==> config.mk <==
export PLATFORM = sky130hd
export DESIGN_NAME = terminated_frame_event_decoder_top
export DESIGN_NICKNAME = d
export VERILOG_FILES = /design/src/rtl/tfed_pkg.sv /design/src/rtl/terminated_frame_event_decoder_top.sv /design/src/rtl/tfed_ram.sv /design/src/rtl/tfed_ctrl.sv /design/src/rtl/tfed_datapath.sv
export SDC_FILE = /design/constraint.sdc
export NUM_CORES = 1
export LEC_CHECK = 0
export ABC_AREA = 1
export BUFFER_PORTS_ARGS = -buffer_cell sky130_fd_sc_hd__buf_2
export CORE_AREA = 10 10 280 282
export DETAILED_ROUTE_END_ITERATION = 16
export DIE_AREA = 0 0 290 292
export PLACE_DENSITY = 0.49
export SYNTH_ARGS = -nofsm -noshare
export SYNTH_HDL_FRONTEND = slang
export SYNTH_SLANG_ARGS = --single-unit
==> constraint.sdc <==
create_clock -name aclk -period 6.11 [get_ports aclk]
set_clock_uncertainty 0.05 [all_clocks]
set_input_delay 1.5275 -clock aclk [delete_from_list [all_inputs] [get_ports aclk]]
set_output_delay 1.5275 -clock aclk [all_outputs]
set_load 0.01 [all_outputs]
==> src/rtl/tfed_pkg.sv <==
// Package for the terminated frame event decoder: constants, state and handshake types.
package tfed_pkg;

    // Parameter defaults
    localparam int RX_CAP_DEF   = 64;
    localparam int TEXT_CAP_DEF = 32;

    // Protocol bytes
    localparam logic [7:0] TERM_BYTE   = 8'hFF;
    localparam logic [7:0] CODE_TOUCH  = 8'h65;
    localparam logic [7:0] CODE_NUMBER = 8'h71;
    localparam logic [7:0] CODE_STRING = 8'h70;

    // Event kinds
    localparam logic [1:0] KIND_TOUCH  = 2'd0;
    localparam logic [1:0] KIND_NUMBER = 2'd1;
    localparam logic [1:0] KIND_STRING = 2'd2;
    localparam logic [1:0] KIND_OTHER  = 2'd3;

    // Controller states
    typedef enum logic [1:0] {
        ST_IDLE,
        ST_READ,
        ST_LOAD,
        ST_SEND
    } state_t;

    // Commands from controller to datapath
    typedef struct packed {
        logic store;       // input word accepted
        logic load_event;  // load a single-word event into the output register
        logic start_str;   // begin streaming string characters
        logic load_char;   // load the character read from the buffer
        logic next_char;   // current character taken, advance
    } ctl_cmd_t;

    // Status from datapath to controller
    typedef struct packed {
        logic term;        // incoming word closes a frame with a non-empty body
        logic str_chars;   // that frame is a string with at least one character
        logic more;        // further string characters remain after the current one
    } dp_stat_t;

endpackage

==> src/rtl/terminated_frame_event_decoder_top.sv <==
// Top level of the terminated frame event decoder: stream ports, controller and datapath.
// Input: one byte word per cycle while no event is pending.
// Event: except for a string with characters, the result word is valid the cycle after the closing 0xFF is accepted.
// String: each character goes through buffer read, load and send in turn; the next read follows the taken send.
// Input is held off from a frame close until its last result word is taken.
// Reset (aresetn low, synchronous) clears the frame length and the state machine.
module terminated_frame_event_decoder_top #(
    parameter int RX_CAP   = tfed_pkg::RX_CAP_DEF,
    parameter int TEXT_CAP = tfed_pkg::TEXT_CAP_DEF
) (
    input  logic        aclk,
    input  logic        aresetn,
    input  logic        s_tvalid,
    output logic        s_tready,
    input  logic [7:0]  s_tdata,   // [7:0] rx_byte
    output logic        m_tvalid,
    input  logic        m_tready,
    // [7:0] code, [15:8] page, [23:16] component, [31:24] touch_kind,
    // [63:32] number, [71:64] text_char
    output logic [71:0] m_tdata,
    output logic [2:0]  m_tuser,   // [1:0] event_kind, [2] text_valid
    output logic        m_tlast
);

    tfed_pkg::ctl_cmd_t cmd;
    tfed_pkg::dp_stat_t stat;

    logic [1:0]  event_kind;
    logic [7:0]  code, page, component, touch_kind, text_char;
    logic [31:0] number;
    logic        text_valid;

    tfed_ctrl u_ctrl (
        .aclk     (aclk),
        .aresetn  (aresetn),
        .s_tvalid (s_tvalid),
        .s_tready (s_tready),
        .m_tvalid (m_tvalid),
        .m_tready (m_tready),
        .stat     (stat),
        .cmd      (cmd)
    );

    tfed_datapath #(
        .RX_CAP   (RX_CAP),
        .TEXT_CAP (TEXT_CAP)
    ) u_dp (
        .aclk       (aclk),
        .aresetn    (aresetn),
        .rx_byte    (s_tdata),
        .cmd        (cmd),
        .stat       (stat),
        .event_kind (event_kind),
        .code       (code),
        .page       (page),
        .component  (component),
        .touch_kind (touch_kind),
        .number     (number),
        .text_char  (text_char),
        .text_valid (text_valid),
        .last       (m_tlast)
    );

    // Pack the result word
    assign m_tdata = {text_char, number, touch_kind, component, page, code};
    assign m_tuser = {text_valid, event_kind};

endmodule

==> src/rtl/tfed_ram.sv <==
// Generic single-write, single-read RAM with registered read data.
module tfed_ram #(
    parameter int WIDTH = 8,
    parameter int DEPTH = 64
) (
    input  logic                     aclk,
    input  logic                     we,
    input  logic [$clog2(DEPTH)-1:0] waddr,
    input  logic [WIDTH-1:0]         wdata,
    input  logic [$clog2(DEPTH)-1:0] raddr,
    output logic [WIDTH-1:0]         rdata
);

    logic [WIDTH-1:0] mem [DEPTH];
    logic [WIDTH-1:0] rdata_reg;

    // Write port and registered read port
    always_ff @(posedge aclk) begin
        if (we) begin
            mem[waddr] <= wdata;
        end
        rdata_reg <= mem[raddr];
    end

    assign rdata = rdata_reg;

endmodule

==> src/rtl/tfed_ctrl.sv <==
// Controller state machine: input acceptance, string sequencing and output handshake.
module tfed_ctrl (
    input  logic               aclk,
    input  logic               aresetn,
    input  logic               s_tvalid,
    output logic               s_tready,
    output logic               m_tvalid,
    input  logic               m_tready,
    input  tfed_pkg::dp_stat_t stat,
    output tfed_pkg::ctl_cmd_t cmd
);

    tfed_pkg::state_t state_reg;
    tfed_pkg::state_t state_next;

    // State register
    always_ff @(posedge aclk) begin
        if (!aresetn) begin
            state_reg <= tfed_pkg::ST_IDLE;
        end else begin
            state_reg <= state_next;
        end
    end

    // Next state
    always_comb begin
        state_next = state_reg;
        case (state_reg)
            tfed_pkg::ST_IDLE: begin
                if (s_tvalid && stat.term) begin
                    state_next = stat.str_chars ? tfed_pkg::ST_READ : tfed_pkg::ST_SEND;
                end
            end
            tfed_pkg::ST_READ: begin
                state_next = tfed_pkg::ST_LOAD;
            end
            tfed_pkg::ST_LOAD: begin
                state_next = tfed_pkg::ST_SEND;
            end
            tfed_pkg::ST_SEND: begin
                if (m_tready) begin
                    state_next = stat.more ? tfed_pkg::ST_READ : tfed_pkg::ST_IDLE;
                end
            end
            default: begin
                state_next = tfed_pkg::ST_IDLE;
            end
        endcase
    end

    // Outputs and datapath commands
    always_comb begin
        s_tready       = 1'b0;
        m_tvalid       = 1'b0;
        cmd            = '0;
        case (state_reg)
            tfed_pkg::ST_IDLE: begin
                s_tready       = 1'b1;
                cmd.store      = s_tvalid;
                cmd.load_event = s_tvalid && stat.term && !stat.str_chars;
                cmd.start_str  = s_tvalid && stat.term && stat.str_chars;
            end
            tfed_pkg::ST_READ: begin
                // buffer read in flight
            end
            tfed_pkg::ST_LOAD: begin
                cmd.load_char = 1'b1;
            end
            tfed_pkg::ST_SEND: begin
                m_tvalid      = 1'b1;
                cmd.next_char = m_tready && stat.more;
            end
            default: begin
                cmd = '0;
            end
        endcase
    end

endmodule

==> src/rtl/tfed_datapath.sv <==
// Datapath: frame buffer, length and terminator tracking, header bytes, output register.
module tfed_datapath #(
    parameter int RX_CAP   = tfed_pkg::RX_CAP_DEF,
    parameter int TEXT_CAP = tfed_pkg::TEXT_CAP_DEF
) (
    input  logic               aclk,
    input  logic               aresetn,
    input  logic [7:0]         rx_byte,
    input  tfed_pkg::ctl_cmd_t cmd,
    output tfed_pkg::dp_stat_t stat,
    output logic [1:0]         event_kind,
    output logic [7:0]         code,
    output logic [7:0]         page,
    output logic [7:0]         component,
    output logic [7:0]         touch_kind,
    output logic [31:0]        number,
    output logic [7:0]         text_char,
    output logic               text_valid,
    output logic               last
);

    localparam int LW = $clog2(RX_CAP + 1);
    localparam int AW = $clog2(RX_CAP);
    localparam int TW = $clog2(TEXT_CAP);
    localparam int CW = (LW > TW) ? LW : TW;
    localparam logic [LW-1:0] CAP_L    = LW'(RX_CAP);
    localparam logic [CW-1:0] TEXT_MAX = CW'(TEXT_CAP - 1);

    // Frame tracking
    logic [LW-1:0] len_reg, len_next;
    logic [1:0]    run_reg, run_next;
    logic [7:0]    hdr_reg [5];

    // String sequencing
    logic [AW-1:0] idx_reg, idx_next;
    logic [CW-1:0] rem_reg, rem_next;
    logic          str_reg, str_next;

    // Output word
    logic [1:0]  kind_reg;
    logic [7:0]  code_reg, page_reg, comp_reg, tk_reg, char_reg;
    logic [31:0] num_reg;
    logic        valid_reg, last_reg;

    logic          stored;
    logic          is_ff;
    logic [1:0]    run_inc;
    logic          term_raw;
    logic          body_ok;
    logic [CW-1:0] body_chars;
    logic [CW-1:0] n_chars;
    logic [7:0]    rd_data;

    // Terminator run and frame close detection on the incoming word
    always_comb begin
        stored     = (len_reg < CAP_L);
        is_ff      = (rx_byte == tfed_pkg::TERM_BYTE);
        run_inc    = (run_reg == 2'd3) ? 2'd3 : run_reg + 2'd1;
        term_raw   = stored && is_ff && (run_inc == 2'd3);
        body_ok    = (len_reg >= LW'(3));
        body_chars = CW'(len_reg) - CW'(3);
        n_chars    = (body_chars > TEXT_MAX) ? TEXT_MAX : body_chars;
        stat.term      = term_raw && body_ok;
        stat.str_chars = (hdr_reg[0] == tfed_pkg::CODE_STRING) && (len_reg > LW'(3));
        stat.more      = str_reg && (rem_reg > CW'(1));
    end

    // Length and run next values
    always_comb begin
        len_next = len_reg;
        run_next = run_reg;
        if (cmd.store) begin
            if (!stored || term_raw) begin
                len_next = '0;
                run_next = '0;
            end else begin
                len_next = len_reg + LW'(1);
                run_next = is_ff ? run_inc : 2'd0;
            end
        end
    end

    // String counters next values
    always_comb begin
        idx_next = idx_reg;
        rem_next = rem_reg;
        str_next = str_reg;
        if (cmd.start_str) begin
            idx_next = AW'(1);
            rem_next = n_chars;
            str_next = 1'b1;
        end else if (cmd.load_event) begin
            str_next = 1'b0;
        end else if (cmd.next_char) begin
            idx_next = idx_reg + AW'(1);
            rem_next = rem_reg - CW'(1);
        end
    end

    // Control registers
    always_ff @(posedge aclk) begin
        if (!aresetn) begin
            len_reg <= '0;
            run_reg <= '0;
            str_reg <= 1'b0;
        end else begin
            len_reg <= len_next;
            run_reg <= run_next;
            str_reg <= str_next;
        end
    end

    // Sequencing payload registers
    always_ff @(posedge aclk) begin
        idx_reg <= idx_next;
        rem_reg <= rem_next;
    end

    // Header bytes kept beside the buffer for touch and number decode
    always_ff @(posedge aclk) begin
        if (cmd.store && stored && (len_reg < LW'(5))) begin
            hdr_reg[len_reg[2:0]] <= rx_byte;
        end
    end

    // Frame buffer
    tfed_ram #(
        .WIDTH (8),
        .DEPTH (RX_CAP)
    ) u_buf (
        .aclk  (aclk),
        .we    (cmd.store && stored),
        .waddr (len_reg[AW-1:0]),
        .wdata (rx_byte),
        .raddr (idx_reg),
        .rdata (rd_data)
    );

    // Output register
    always_ff @(posedge aclk) begin
        if (cmd.load_event) begin
            code_reg  <= hdr_reg[0];
            page_reg  <= '0;
            comp_reg  <= '0;
            tk_reg    <= '0;
            num_reg   <= '0;
            char_reg  <= '0;
            valid_reg <= 1'b0;
            last_reg  <= 1'b1;
            if ((hdr_reg[0] == tfed_pkg::CODE_TOUCH) && (len_reg >= LW'(6))) begin
                kind_reg <= tfed_pkg::KIND_TOUCH;
                page_reg <= hdr_reg[1];
                comp_reg <= hdr_reg[2];
                tk_reg   <= hdr_reg[3];
            end else if ((hdr_reg[0] == tfed_pkg::CODE_NUMBER) && (len_reg >= LW'(7))) begin
                kind_reg <= tfed_pkg::KIND_NUMBER;
                num_reg  <= {hdr_reg[4], hdr_reg[3], hdr_reg[2], hdr_reg[1]};
            end else if (hdr_reg[0] == tfed_pkg::CODE_STRING) begin
                // empty string
                kind_reg <= tfed_pkg::KIND_STRING;
            end else begin
                kind_reg <= tfed_pkg::KIND_OTHER;
            end
        end else if (cmd.load_char) begin
            kind_reg  <= tfed_pkg::KIND_STRING;
            code_reg  <= tfed_pkg::CODE_STRING;
            page_reg  <= '0;
            comp_reg  <= '0;
            tk_reg    <= '0;
            num_reg   <= '0;
            char_reg  <= rd_data;
            valid_reg <= 1'b1;
            last_reg  <= (rem_reg == CW'(1));
        end
    end

    assign event_kind = kind_reg;
    assign code       = code_reg;
    assign page       = page_reg;
    assign component  = comp_reg;
    assign touch_kind = tk_reg;
    assign number     = num_reg;
    assign text_char  = char_reg;
    assign text_valid = valid_reg;
    assign last       = last_reg;

endmodule
==> results.cfg <==
[synth]
yosysTopAreaCell = edfxtp_1
synth.area.top_cells = edfxtp_1, nor2_1, o21ai_0
synth.distinct_cells = 35
synth.cell_area_um2 = 26750
seq_area_frac_synth_pct = 72.86
yosys_warnings = 0
avgSynthCellArea_um2 = 11.86
yosys.area.top_type_share_pct = 70.16
synth-seq-cells = 661
syn-num-nets = 2277
syn_inst = 2256

[route]
wl_met3_um = 4311
route.detailed.drc = 0
via_per_inst = 5.173
dr.pass1.iters = 5
ant_nets = 0
drt-total-wl_um = 76200
wl_met1_um = 34280
wl_per_cell_um = 22.77
met2_length_um = 35640
via_count = 17310
drtIter0Drc = 1654
top_layer_used = met4

[clocking]
cts_tree = yes
h-tree-depth = 3
max-clock-path-buffers = 3
clk_latency_ns = 0.62
cts_root_buf = clkbuf_16
numCtsBuffers = 73
cts_hold_buf = 0
ctsResizeCount = 0
cts_post_setup_buffers_inserted = 0
clock_sinks = 661
clk_pin_slew_ns = 0.06

[sta]
slew-limit-headroom_pct = 21.69
worst_pin_slew_ns = 1.173
slew_viol_final = 0
fin_tns_setup_ns = 0
whs_ns = 0.4297
fin_ws_ns = 2.100
fin_crit_sh_pct = 65.63
finalHoldViolCount = 0
period_minus_slack_ns = 4.010
max_freq_ghz = 0.2494
rsz0062_at_grt = false
finalSetupViolCount = 0

[cells_and_area]
nets = 2352
antenna_cells = 0
utilization_pct = 41.97
syn2layout_area_growth_pct = 13.88
layout_common_cells = edfxtp_1, nor2_1, nand2_1, o21ai_0, nand3_1
final_cells = 3346
fin_area_um2 = 30460
largest_reg_flops = 512
layout_commonest_cell = edfxtp_1
drive_gt1_share_pct = 12.53
fill_cells = 6904

[setup_path]
critical-path-top-delay-family = simple AND/OR/NAND/NOR gates
slowest_stage = nand2_2
worstPathArrival_ns = 4.41
path_class = in2reg
cp.required_ns = 6.51
worstSetupStartpointType = input pin
r2r_end = u_dp.hdr_reg[3][7]$_DFFE_PP_
r2r_start = u_ctrl.state_reg[0]$_SDFFE_PN0P_
path_max_fanout = 32
cp-end-kind = flip-flop
path_buf_inv = 2
path_cells = buf_2 -> nand2_1 -> nor2_1 -> nand4_1 -> nor2_4 -> nand3_4 -> clkinv_2 -> nand2_2 -> nor2_2
ff2ff_path_depth = 6
crit_path_max_incr_delay_ns = 0.55
r2r_setup_slack_ns = 2.30

[power]
p_per_area_nw_per_um2 = 322.4
pwr-share-clk_pct = 44.5
p_leak_nw = 10.89
p_int_mw = 7.683
p_seq_share_pct = 51.8
switching_share_pct = 21.77
p_comb_share_pct = 3.7
ir_drop_uv = 227.6
p_switching_mw = 2.138
report.power.total_mw = 9.820

[floorplan]
design.core.area_um2 = 72590
placementRows = 99
die_y_um = 292
io-pin-count = 90
start_util_pct = 36.85
die_w_um = 290
dieArea_um2 = 84680

[placement]
place_ws_ns = 1.416
hpwlAfterDp_um = 46080
post_dp_cell_area_um2 = 28120
gp_congestion = 0.8425
dp.cells = 3215
portBuffers = 89

[global_route]
grt_first_pass_wirelength_um = 113800
grt_pass1_vias = 17440
grt_max_degree = 165
grtUsageTotal_pct = 17.54
gr-total-overflow = 0
antenna_found_initial = 2

[worst_hold_path]
hold_start = u_dp.u_buf.rdata[1]$_DFF_P_
hold_depth = 2
holdPathEnd = u_dp.text_char[1]$_SDFFE_PP0P_
hold_path.class = reg2reg

[run_status]
status = finished clean

[run]
cap_violations = 0
how the worst max path moves through the flow:
stage	start	end	slack, ns	cells past startpoint
after detailed placement	s_tdata[3]	u_dp.number[10]$_SDFFCE_PP0P_	1.42	9
after floorplan	s_tdata[1]	u_dp.code[0]$_SDFFCE_PN0P_	1.85	7
after global routing	s_tdata[3]	u_dp.number[10]$_SDFFCE_PP0P_	1.87	9
final	s_tdata[3]	u_dp.number[24]$_SDFFCE_PP0P_	2.10	9
after CTS	s_tdata[3]	u_dp.number[10]$_SDFFCE_PP0P_	2.08	9
after global placement	s_tdata[3]	u_dp.number[0]$_SDFFCE_PP0P_	1.46	9
kinds of logic (layout without fill, tap and decap cells):
family	Yosys count	in the layout	synth area share, %
AOI/OAI and AO/OA	373	373	7.662
xor gates and xnor gates	11	11	0.3602
DFF	661	661	72.86
and+or+nand+nor	972	972	15.13
buffers and inverters	230	361	3.574
adders and majority gates	9	9	0.4210
worst min-delay path, cell delays in order (launching register included):
cell	delay, ns
dfxtp_1	0.31
nand2_1	0.06
a21oi_1	0.06
metal layers:
metal | GRT usage, % | vias to the layer above
met5 | 0 | -
met4 | 4.867 | 0
met3 | 3.308 | 121
met2 | 28.31 | 539
met1 | 23.88 | 8618
li1 | - | 8032
cells in the mapped netlist, drive strengths merged:
master and instances:
inv 105, nor3 15, o211ai 65, o2111ai 1
clkbuf 52, a21oi 54, edfxtp 625, ha 9
nor2 534, or2 25, a211oi 2, a21boi 1
nand4 8, nand2 263, nor4 6, a31oi 2
a22oi 1, o21ai 247, nand3b 1, xor2 11
dfxtp 36, buf 69, nand3 120, clkinv 4
area by class of cell:
type	instances	area (um2)	area share, %
inverter	109	415.4	1.364
clock buffer	89	1908	6.264
clock inverter	42	436.7	1.434
tap	959	1200	3.939
timing repair buffer	121	698.2	2.292
multi-input combinational	1365	6307	20.71
sequential	661	19500	64.00
power groups by stage:
stage | logic, mW | registers [mW] | clock network, mW
detailed placement | 0.368 | 5.18 | 0
global route | 0.401 | 5.09 | 4.63
CTS | 0.369 | 5.09 | 4.45
global placement | 0.362 | 5.18 | 0
finish | 0.364 | 5.09 | 4.37
floorplan | 0.160 | 5.16 | 0
Note: power is estimated with default switching activity, not from simulation.
